$ cat src/rtl/core/tlsi_pkg.sv
package tlsi_pkg;

	// default sizes of the step counters and the position counters
	localparam int STEP_BITS_DEF = 24;
	localparam int POS_BITS_DEF  = 32;

	// field widths of the channels
	localparam int MOVE_BITS   = 25;
	localparam int DELAY_BITS  = 16;
	localparam int RAMP_BITS   = 24;
	localparam int HALF_BITS   = 20;
	localparam int OUT_POS_BITS = 32;
	localparam int FACTOR_BITS = 4;

	// ramp unit sizes: k and the ramp length share one width, the gap is a half period
	localparam int RAMP_K_BITS   = RAMP_BITS;
	localparam int RAMP_D_BITS   = HALF_BITS;
	localparam int RAMP_CNT_BITS = $clog2(RAMP_K_BITS);

	// operation codes
	localparam logic OP_LOAD    = 1'b0;
	localparam logic OP_ADVANCE = 1'b1;

	// configuration registers
	localparam int CFG_INDEX_BITS = 1;
	localparam int CFG_DATA_BITS  = 16;
	localparam logic [CFG_INDEX_BITS-1:0] CFG_START_FACTOR = 1'd0;
	localparam logic [CFG_INDEX_BITS-1:0] CFG_MIN_START    = 1'd1;
	localparam logic [FACTOR_BITS-1:0]    START_FACTOR_RST = 4'd5;
	localparam logic [DELAY_BITS-1:0]     MIN_START_RST    = 16'd500;

	typedef enum logic [1:0] {
		TOP_IDLE,
		TOP_RAMP,
		TOP_OUT
	} top_state_t;

	typedef enum logic [2:0] {
		RAMP_IDLE,
		RAMP_SQUARE,
		RAMP_SCALE,
		RAMP_DIVIDE,
		RAMP_DONE
	} ramp_state_t;

	typedef struct packed {
		logic                   start;
		logic [RAMP_K_BITS-1:0] k;
		logic [RAMP_D_BITS-1:0] gap;
		logic [RAMP_K_BITS-1:0] span;
	} ramp_req_t;

	typedef struct packed {
		logic                   done;
		logic [RAMP_D_BITS-1:0] term;
	} ramp_rsp_t;

endpackage

$ cat src/rtl/core/two_axis_linear_step_interpolator.sv
// Two-axis linear step interpolator. A load request (operation 0) sets up a move from signed
// X and Y step counts, a cruise half period and a ramp length; each advance request
// (operation 1) steps the dominant axis, steps the other axis by Bresenham error, updates the
// signed positions and gives the half period of a quadratic ramp from the start delay
// max(start_factor * cruise, min_start_delay) to cruise, down or up, and back near the end.
// One request is in work at a time and every request gives exactly one result. A load, an
// idle advance or a cruise step goes straight to the result register, where it waits until
// it is taken. A step inside a ramp first waits for the ramp term floor(k*k*gap / ramp^2)
// from a bit-serial unit that squares k and the ramp length, scales by the gap and divides
// one quotient bit a cycle. Configuration is written through cfg_we, cfg_index and cfg_data.
module two_axis_linear_step_interpolator #(
	parameter int STEP_BITS = tlsi_pkg::STEP_BITS_DEF,
	parameter int POS_BITS  = tlsi_pkg::POS_BITS_DEF
) (
	input  logic                                      clk,
	input  logic                                      arst_n,
	input  logic                                      cfg_we,
	input  logic [tlsi_pkg::CFG_INDEX_BITS-1:0]       cfg_index,
	input  logic [tlsi_pkg::CFG_DATA_BITS-1:0]        cfg_data,
	input  logic                                      in_valid,
	output logic                                      in_stall,
	input  logic                                      operation,
	input  logic signed [tlsi_pkg::MOVE_BITS-1:0]     x_move_steps,
	input  logic signed [tlsi_pkg::MOVE_BITS-1:0]     y_move_steps,
	input  logic [tlsi_pkg::DELAY_BITS-1:0]           cruise_delay,
	input  logic [tlsi_pkg::RAMP_BITS-1:0]            ramp_steps,
	output logic                                      out_valid,
	input  logic                                      out_stall,
	output logic                                      x_pulse,
	output logic                                      y_pulse,
	output logic                                      x_dir,
	output logic                                      y_dir,
	output logic [tlsi_pkg::HALF_BITS-1:0]            half_period,
	output logic                                      last_step,
	output logic signed [tlsi_pkg::OUT_POS_BITS-1:0]  x_position,
	output logic signed [tlsi_pkg::OUT_POS_BITS-1:0]  y_position,
	output logic                                      idle_error
);

	localparam int S  = STEP_BITS;
	localparam int MB = tlsi_pkg::MOVE_BITS;
	localparam int HB = tlsi_pkg::HALF_BITS;
	localparam int DB = tlsi_pkg::DELAY_BITS;
	localparam int RB = tlsi_pkg::RAMP_BITS;
	localparam logic [31:0] STEP_CAP = (32'd1 << S) - 32'd1;

	function automatic logic [S-1:0] sat_mag(input logic [MB-1:0] raw);
		logic [MB-1:0] abs_v;
		logic [31:0]   wide;
		abs_v = raw[MB-1] ? (~raw + MB'(1)) : raw;
		wide  = 32'(abs_v);
		if (wide > STEP_CAP) wide = STEP_CAP;
		return wide[S-1:0];
	endfunction

	tlsi_pkg::top_state_t state_q, state_d;
	tlsi_pkg::ramp_req_t  ramp_req;
	tlsi_pkg::ramp_rsp_t  ramp_rsp;

	logic [tlsi_pkg::FACTOR_BITS-1:0] start_factor_q;
	logic [DB-1:0]                    min_start_q;

	logic                  move_active_q, x_major_q;
	logic [S-1:0]          major_q, minor_q, index_q;
	logic signed [S+1:0]   err_q;
	logic [1:0]            dir_q;
	logic [DB-1:0]         cruise_q;
	logic [HB-1:0]         start_q;
	logic [RB-1:0]         ramp_q;
	logic [POS_BITS-1:0]   x_count_q, y_count_q;

	logic                  x_pulse_q, y_pulse_q, last_q, idle_q;
	logic [HB-1:0]         half_q;

	logic                  accept, is_load, do_step, need_ramp;
	logic [S-1:0]          x_mag, y_mag, major_new, minor_new, k_full, index_next;
	logic                  x_major_new;
	logic [HB-1:0]         start_prod, start_new, gap, cruise_ext, ramp_half;
	logic                  in_accel, in_decel, start_high;
	logic signed [S+1:0]   err_sub, err_next;
	logic                  minor_fire, step_x, step_y;
	logic [63:0]           x_ext, y_ext;

	assign accept  = in_valid && !in_stall;
	assign is_load = (operation == tlsi_pkg::OP_LOAD);
	assign do_step = !is_load && move_active_q;

	// load side
	always_comb begin
		x_mag       = sat_mag(x_move_steps);
		y_mag       = sat_mag(y_move_steps);
		x_major_new = x_mag >= y_mag;
		major_new   = x_major_new ? x_mag : y_mag;
		minor_new   = x_major_new ? y_mag : x_mag;
		start_prod  = HB'(start_factor_q) * HB'(cruise_delay);
		start_new   = (start_prod < HB'(min_start_q)) ? HB'(min_start_q) : start_prod;
	end

	// step side
	always_comb begin
		cruise_ext = HB'(cruise_q);
		start_high = start_q >= cruise_ext;
		gap        = start_high ? (start_q - cruise_ext) : (cruise_ext - start_q);
		in_accel   = 32'(index_q) < 32'(ramp_q);
		in_decel   = (33'(index_q) + 33'(ramp_q)) >= 33'(major_q);
		need_ramp  = do_step && (in_accel || in_decel);
		k_full     = in_accel ? index_q : (major_q - index_q);
		err_sub    = err_q - signed'({2'b00, minor_q});
		minor_fire = err_sub[S+1];
		err_next   = minor_fire ? (err_sub + signed'({2'b00, major_q})) : err_sub;
		step_x     = x_major_q || minor_fire;
		step_y     = !x_major_q || minor_fire;
		index_next = index_q + S'(1);
		ramp_half  = start_high ? (start_q - ramp_rsp.term) : (start_q + ramp_rsp.term);
	end

	always_comb begin
		state_d = state_q;
		unique case (state_q)
			tlsi_pkg::TOP_IDLE: if (accept) state_d = need_ramp ? tlsi_pkg::TOP_RAMP : tlsi_pkg::TOP_OUT;
			tlsi_pkg::TOP_RAMP: if (ramp_rsp.done) state_d = tlsi_pkg::TOP_OUT;
			tlsi_pkg::TOP_OUT:  if (!out_stall) state_d = tlsi_pkg::TOP_IDLE;
			default:            state_d = tlsi_pkg::TOP_IDLE;
		endcase
	end

	always_comb begin
		in_stall       = (state_q != tlsi_pkg::TOP_IDLE);
		out_valid      = (state_q == tlsi_pkg::TOP_OUT);
		ramp_req.start = (state_q == tlsi_pkg::TOP_IDLE) && accept && need_ramp;
		ramp_req.k     = tlsi_pkg::RAMP_K_BITS'(k_full);
		ramp_req.gap   = gap;
		ramp_req.span  = ramp_q;
	end

	tlsi_ramp u_ramp (
		.clk    (clk),
		.arst_n (arst_n),
		.req    (ramp_req),
		.rsp    (ramp_rsp)
	);

	always_ff @(posedge clk or negedge arst_n) begin
		if (!arst_n) begin
			state_q        <= tlsi_pkg::TOP_IDLE;
			start_factor_q <= tlsi_pkg::START_FACTOR_RST;
			min_start_q    <= tlsi_pkg::MIN_START_RST;
		end else begin
			state_q <= state_d;
			if (cfg_we) begin
				unique case (cfg_index)
					tlsi_pkg::CFG_START_FACTOR: start_factor_q <= cfg_data[tlsi_pkg::FACTOR_BITS-1:0];
					tlsi_pkg::CFG_MIN_START:    min_start_q    <= cfg_data[DB-1:0];
					default: ;
				endcase
			end
		end
	end

	// move state
	always_ff @(posedge clk or negedge arst_n) begin
		if (!arst_n) begin
			move_active_q <= 1'b0;
			x_major_q     <= 1'b0;
			major_q       <= '0;
			minor_q       <= '0;
			index_q       <= '0;
			err_q         <= '0;
			dir_q         <= '0;
			cruise_q      <= '0;
			start_q       <= '0;
			ramp_q        <= '0;
			x_count_q     <= '0;
			y_count_q     <= '0;
		end else if (accept) begin
			if (is_load) begin
				dir_q         <= {!y_move_steps[MB-1], !x_move_steps[MB-1]};
				x_major_q     <= x_major_new;
				major_q       <= major_new;
				minor_q       <= minor_new;
				err_q         <= signed'({2'b00, major_new} >> 1);
				index_q       <= '0;
				cruise_q      <= cruise_delay;
				ramp_q        <= ramp_steps;
				start_q       <= start_new;
				move_active_q <= (major_new != '0);
			end else if (move_active_q) begin
				err_q   <= err_next;
				index_q <= index_next;
				if (index_next >= major_q) move_active_q <= 1'b0;
				if (step_x) x_count_q <= dir_q[0] ? x_count_q + POS_BITS'(1) : x_count_q - POS_BITS'(1);
				if (step_y) y_count_q <= dir_q[1] ? y_count_q + POS_BITS'(1) : y_count_q - POS_BITS'(1);
			end
		end
	end

	// result register
	always_ff @(posedge clk) begin
		if (accept) begin
			x_pulse_q <= do_step && step_x;
			y_pulse_q <= do_step && step_y;
			idle_q    <= !is_load && !move_active_q;
			last_q    <= is_load ? (major_new == '0) : (do_step && (index_next >= major_q));
			half_q    <= do_step ? cruise_ext : '0;
		end else if (state_q == tlsi_pkg::TOP_RAMP && ramp_rsp.done) begin
			half_q <= ramp_half;
		end
	end

	always_comb begin
		x_ext       = 64'(signed'(x_count_q));
		y_ext       = 64'(signed'(y_count_q));
		x_pulse     = x_pulse_q;
		y_pulse     = y_pulse_q;
		x_dir       = dir_q[0];
		y_dir       = dir_q[1];
		half_period = half_q;
		last_step   = last_q;
		idle_error  = idle_q;
		x_position  = signed'(x_ext[tlsi_pkg::OUT_POS_BITS-1:0]);
		y_position  = signed'(y_ext[tlsi_pkg::OUT_POS_BITS-1:0]);
	end

endmodule

$ cat src/rtl/core/tlsi_ramp.sv
module tlsi_ramp (
	input  logic                 clk,
	input  logic                 arst_n,
	input  tlsi_pkg::ramp_req_t  req,
	output tlsi_pkg::ramp_rsp_t  rsp
);

	localparam int K = tlsi_pkg::RAMP_K_BITS;
	localparam int D = tlsi_pkg::RAMP_D_BITS;
	localparam int N = 2 * K + D;
	localparam int C = tlsi_pkg::RAMP_CNT_BITS;
	localparam logic [C-1:0] SQUARE_LAST = C'(K - 1);
	localparam logic [C-1:0] BIT_LAST    = C'(D - 1);

	tlsi_pkg::ramp_state_t state_q, state_d;
	logic [C-1:0]   cnt_q;
	logic [K-1:0]   k_q, r_q;
	logic [2*K-1:0] ksq_q, rsq_q;
	// high part is the running sum or remainder, low part the multiplier or quotient
	logic [N-1:0]   num_q;

	logic [K:0]     ksq_sum, rsq_sum;
	logic [2*K:0]   scale_sum;
	logic [2*K:0]   div_trial, div_diff;
	logic           div_fit;
	logic [2*K-1:0] div_rem;

	always_comb begin
		ksq_sum   = {1'b0, ksq_q[2*K-1:K]} + {1'b0, (ksq_q[0] ? k_q : K'(0))};
		rsq_sum   = {1'b0, rsq_q[2*K-1:K]} + {1'b0, (rsq_q[0] ? r_q : K'(0))};
		scale_sum = {1'b0, num_q[N-1:D]} + {1'b0, (num_q[0] ? ksq_q : (2*K)'(0))};
		div_trial = {num_q[N-1:D], num_q[D-1]};
		div_diff  = div_trial - {1'b0, rsq_q};
		div_fit   = div_trial >= {1'b0, rsq_q};
		div_rem   = div_fit ? div_diff[2*K-1:0] : div_trial[2*K-1:0];
	end

	always_comb begin
		state_d = state_q;
		unique case (state_q)
			tlsi_pkg::RAMP_IDLE:   if (req.start) state_d = tlsi_pkg::RAMP_SQUARE;
			tlsi_pkg::RAMP_SQUARE: if (cnt_q == SQUARE_LAST) state_d = tlsi_pkg::RAMP_SCALE;
			tlsi_pkg::RAMP_SCALE:  if (cnt_q == BIT_LAST) state_d = tlsi_pkg::RAMP_DIVIDE;
			tlsi_pkg::RAMP_DIVIDE: if (cnt_q == BIT_LAST) state_d = tlsi_pkg::RAMP_DONE;
			tlsi_pkg::RAMP_DONE:   state_d = tlsi_pkg::RAMP_IDLE;
			default:               state_d = tlsi_pkg::RAMP_IDLE;
		endcase
	end

	always_comb begin
		rsp.done = (state_q == tlsi_pkg::RAMP_DONE);
		rsp.term = num_q[D-1:0];
	end

	always_ff @(posedge clk or negedge arst_n) begin
		if (!arst_n) begin
			state_q <= tlsi_pkg::RAMP_IDLE;
			cnt_q   <= '0;
		end else begin
			state_q <= state_d;
			if (state_d != state_q) cnt_q <= '0;
			else cnt_q <= cnt_q + C'(1);
		end
	end

	always_ff @(posedge clk) begin
		if (state_q == tlsi_pkg::RAMP_IDLE && req.start) begin
			k_q   <= req.k;
			r_q   <= req.span;
			ksq_q <= {K'(0), req.k};
			rsq_q <= {K'(0), req.span};
			num_q <= {(2*K)'(0), req.gap};
		end else if (state_q == tlsi_pkg::RAMP_SQUARE) begin
			ksq_q <= {ksq_sum, ksq_q[K-1:1]};
			rsq_q <= {rsq_sum, rsq_q[K-1:1]};
		end else if (state_q == tlsi_pkg::RAMP_SCALE) begin
			num_q <= {scale_sum, num_q[D-1:1]};
		end else if (state_q == tlsi_pkg::RAMP_DIVIDE) begin
			// restoring division, the quotient bit shifts into the low end
			num_q <= {div_rem, num_q[D-2:0], div_fit};
		end
	end

endmodule

$ cat config.mk
export PLATFORM = sky130hd
export DESIGN_NAME = two_axis_linear_step_interpolator
export DESIGN_NICKNAME = d
export VERILOG_FILES = /design/src/rtl/core/tlsi_pkg.sv /design/src/rtl/core/two_axis_linear_step_interpolator.sv /design/src/rtl/core/tlsi_ramp.sv
export SDC_FILE = /design/constraint.sdc
export NUM_CORES = 2
export LEC_CHECK = 0
export ABC_AREA = 1
export BUFFER_PORTS_ARGS = -buffer_cell sky130_fd_sc_hd__buf_4
export CAP_MARGIN = 20
export CORE_MARGIN = 8
export CORE_UTILIZATION = 55
export CTS_CLUSTER_SIZE = 14
export DETAILED_ROUTE_END_ITERATION = 12
export GPL_ROUTABILITY_DRIVEN = 0
export PLACE_DENSITY_LB_ADDON = 0.08
export SLEW_MARGIN = 0
export SYNTH_ARGS = -nofsm -noshare
export SYNTH_HDL_FRONTEND = slang
export SYNTH_SLANG_ARGS = --single-unit
$ cat constraint.sdc
create_clock -name clk -period 5.5 [get_ports clk]
set_input_delay 0.55 -clock clk [delete_from_list [all_inputs] [get_ports clk]]
set_output_delay 0.55 -clock clk [all_outputs]
set_load 0.05 [all_outputs]
==> impl_results.md <==
* Tmin final at 5140 ps
* Post-route cell area at 53400 um^2
* Syn Inst Count at 7281
* Final worst path period share at 93.5%
* LEAKAGE at 27.4 nW
* Asr flop ratio synth at 52.0%
* Max Freq at 195 MHz
* GRT Total Usage at 32.0%
* CTS tree: built
* Min-delay worst type: in2reg
* Total gr overflow at 0
* Worst Reg2Reg Path Length in Cells at 24
* Worst r2r dst: start_q[5]$_DFFE_PN0P_
* Syn. warnings at 0
* Via count at 49400
* PortBufs at 204
* First-pass iteration count of the detailed router at 6
* Largest net degree at the start of global routing at 99
* Depth of the worst hold-timing path at 3
* Final Hold Fails at 0
* CP arrival at 5680 ps
* Clock Latency Late Sink at 690 ps
* P&R area growth vs syn at 9.58%
* Average wire per standard cell at 18.9 um
* Root buffer cell: clkbuf_16
* Pint at 7.39 mW
* #FFs+latches synth at 492
* Net Switching at 3.72 mW
* Vias in the first global route at 46700
* Clock Sinks at 492
* Yosys cell types at 77
* Total of max-cap violations at 0
* Avg Cell Area, Syn at 6.70 um^2
* Ant. Diodes at 0
* Post-Layout Cell Count at 8625
* # rows at 109
* Most frequent cells in the layout: nand2_1 (1890), inv_1 (992), o21ai_0 (612)
* WS Path Type: reg2reg
* Fill count at 8584
* Chip width at 314 um
* DRC violations left at 0
* IO Count at 205
* Outcome: finished clean
* Worst-path fanout max at 17
* CTS HTree Levels at 2
* Mapped Area at 48800 um^2
* Crit end category: register
* Power Total at 11.1 mW
* DPL Wire Length at 132 mm
* Reg power frac at 35.4%
* Synth Net Count at 7925
* Post-CTS setup buffer count at 0
* Max Slew Vio Count at 0
* Combinational group share of total power at 26.0%
* Clock power frac at 38.5%
* Number of antenna-violating nets in the routed design at 0
* DP Area at 51300 um^2
* Commonest non-fill, non-tap cell in the layout: nand2_1
* Slew margin rel. at 29.8%
* Die height at 314 um
* Dpl cells at 8514
* Iteration-0 DRC Markers at 4481
* Switching portion of total power at 33.5%
* Worst VDD drop at 0.294 mV
* Die area at 98400 um^2
* Startpoint types: register
* Nets at 8054
* Final WL at 163 mm
* Layout cells sized above 1 at 6.60%
* CTS clk-pin slew, worst paths at 60 ps
* CTS buffer count at 58
* PwrDens at 208 nW/um^2
* Worst-margin pin slew at 1040 ps
* Initial antenna violation count at 5
* Sequential share of the synthesized area at 25.7%
* R2r startpoint: start_factor_q[2]$_DFFE_PN1P_
* Starting Density at 55.3%
* Worst path required time at 6040 ps
* DR vias/cell at 5.73
* Final Util at 60.6%
* Core Area at 88100 um^2
* Clk buf depth at 3
* Top FF cell, synth: dfrtp_1
* EDFF count, synth at 140
* Wire length of the first global-routing pass at 255 mm
* Worst clock skew at 33.1 ps
* Min-delay src: cfg_data[11]
* Count of final setup violators at 0
* R2R Setup Slk at 360 ps
* Hold Path End: min_start_q[11]$_DFFE_PN0P_
## final cells by class
| type | count | area [um^2] | area share [%] |
|---|---|---|---|
| clock buffer | 73 | 1580 | 2.96 |
| sequential | 492 | 12500 | 23.5 |
| timing repair buffer | 249 | 1950 | 3.65 |
| multi-input combinational | 5597 | 31600 | 59.1 |
| inverter | 1012 | 3800 | 7.11 |
| clock inverter | 37 | 523 | 0.979 |
| tap | 1165 | 1460 | 2.73 |
## power groups by stage
| stage | registers, mW | logic [mW] | clock network (mW) |
|---|---|---|---|
| floorplan | 3.95 | 2.11 | 0 |
| global placement | 4.00 | 2.79 | 0 |
| detailed placement | 4.01 | 2.83 | 0 |
| CTS | 3.93 | 2.85 | 4.34 |
| global route | 3.94 | 3.26 | 4.48 |
| finish | 3.94 | 2.89 | 4.28 |
## stage by stage
step | setup slack [ps] | hold slack [ps] | TNS, ps
floorplan | 528 | 254 | 0
global placement | 413 | 449 | 0
detailed placement | 353 | 451 | 0
CTS | 368 | 89.8 | 0
global route | -3.47 | 124 | -3.47
finish | 360 | 131 | 0
## logic make-up (layout without fill, tap and decap cells)
| kind of cell | Yosys count | count (layout) | synth area share, % |
|---|---|---|---|
| XOR/XNOR | 292 | 292 | 5.26 |
| buffers and inverters | 1192 | 1371 | 9.62 |
| AO/OA/AOI/OAI | 1585 | 1585 | 18.0 |
| adder cells (fa/ha/maj) | 531 | 531 | 14.3 |
| AND/OR/NAND/NOR | 3189 | 3189 | 27.2 |
| flip-flops | 492 | 492 | 25.7 |
## timing repair
action	in CTS	in global routing
hold buffers	1	0
setup endpoints to repair	0	28
endpoints found under the hold margin	81	0
gates resized for setup	0	3
## worst max-delay path by stage
stage                                           end  depth (start not counted)                           from
final                        start_q[5]$_DFFE_PN0P_                         24  start_factor_q[2]$_DFFE_PN1P_
after global routing      u_ramp.num_q[1]$_DFFE_PP_                         25         index_q[2]$_DFFE_PN0P_
after floorplan              start_q[6]$_DFFE_PN0P_                         27  start_factor_q[2]$_DFFE_PN1P_
after global placement          last_step$_DFFE_PP_                         23                y_move_steps[0]
after CTS                 u_ramp.num_q[1]$_DFFE_PP_                         25         index_q[2]$_DFFE_PN0P_
after detailed placement        last_step$_DFFE_PP_                         23                y_move_steps[0]
## flip-flops by register name (all words and copies together) (netlist names), 5 cells and up
| name | cells |
|---|---|
| u_ramp.r_q | 24 |
| err_q | 26 |
| u_ramp.k_q | 24 |
| u_ramp.num_q | 68 |
| u_ramp.rsq_q | 48 |
| x_position | 32 |
| u_ramp.ksq_q | 48 |
| ramp_q | 24 |
| u_ramp.cnt_q | 5 |
| half_period | 20 |
| start_q | 20 |
| y_position | 32 |
| index_q | 24 |
| cruise_q | 16 |
| min_start_q | 16 |
| minor_q | 24 |
| major_q | 24 |
## critical path, stage by stage, from the launching register on
cell and delay [ps]:
dfstp_2 710, nand2_1 120, fa_1 510, inv_1 60, fa_1 480, ha_1 380, a21oi_1 220, o21ai_1 120
and2_1 170, a311o_1 280, xor2_1 190, inv_1 70, ha_1 290, a21oi_1 150, o21ai_0 100, nor2_1 110
nand2_1 70, nand2_1 50, nand2_1 40, nor2_1 210, and2_1 160, buf_4 210, nand4_1 110, nand3_1 110
nand2_1 80
## cell usage after synthesis (all sizes together), types with 11 or more instances
master	instances	area, um^2
a21boi	17	128
o21ai	698	3560
nand4	82	541
o31ai	14	105
nor2	619	2380
o22ai	33	231
nand2	1905	7190
buf	81	517
dfxtp	96	1920
ha	490	6130
or2	39	244
edfxtp	140	4200
o211ai	26	209
dfrtp	248	6210
a211oi	11	82.6
xor2	212	1860
nand3b	23	173
fa	41	821
nor3	84	450
clkbuf	99	375
nor4	32	206
xnor2	80	708
nand3	389	1960
a21oi	590	2960
o21a	29	219
o21bai	53	402
a21o	43	323
a31oi	41	263
inv	1010	3790
## routing by layer
layer	wire length (um)	track usage, %	vias up	part of all wire [%]
met4	8370	14.7	0	5.1
met5	0	0	-	0
met1	68800	42.2	22900	42
li1	-	-	24300	-
met2	73400	51.6	1933	45
met3	12900	4.60	331	7.9
(Power assumes the default switching activity.)
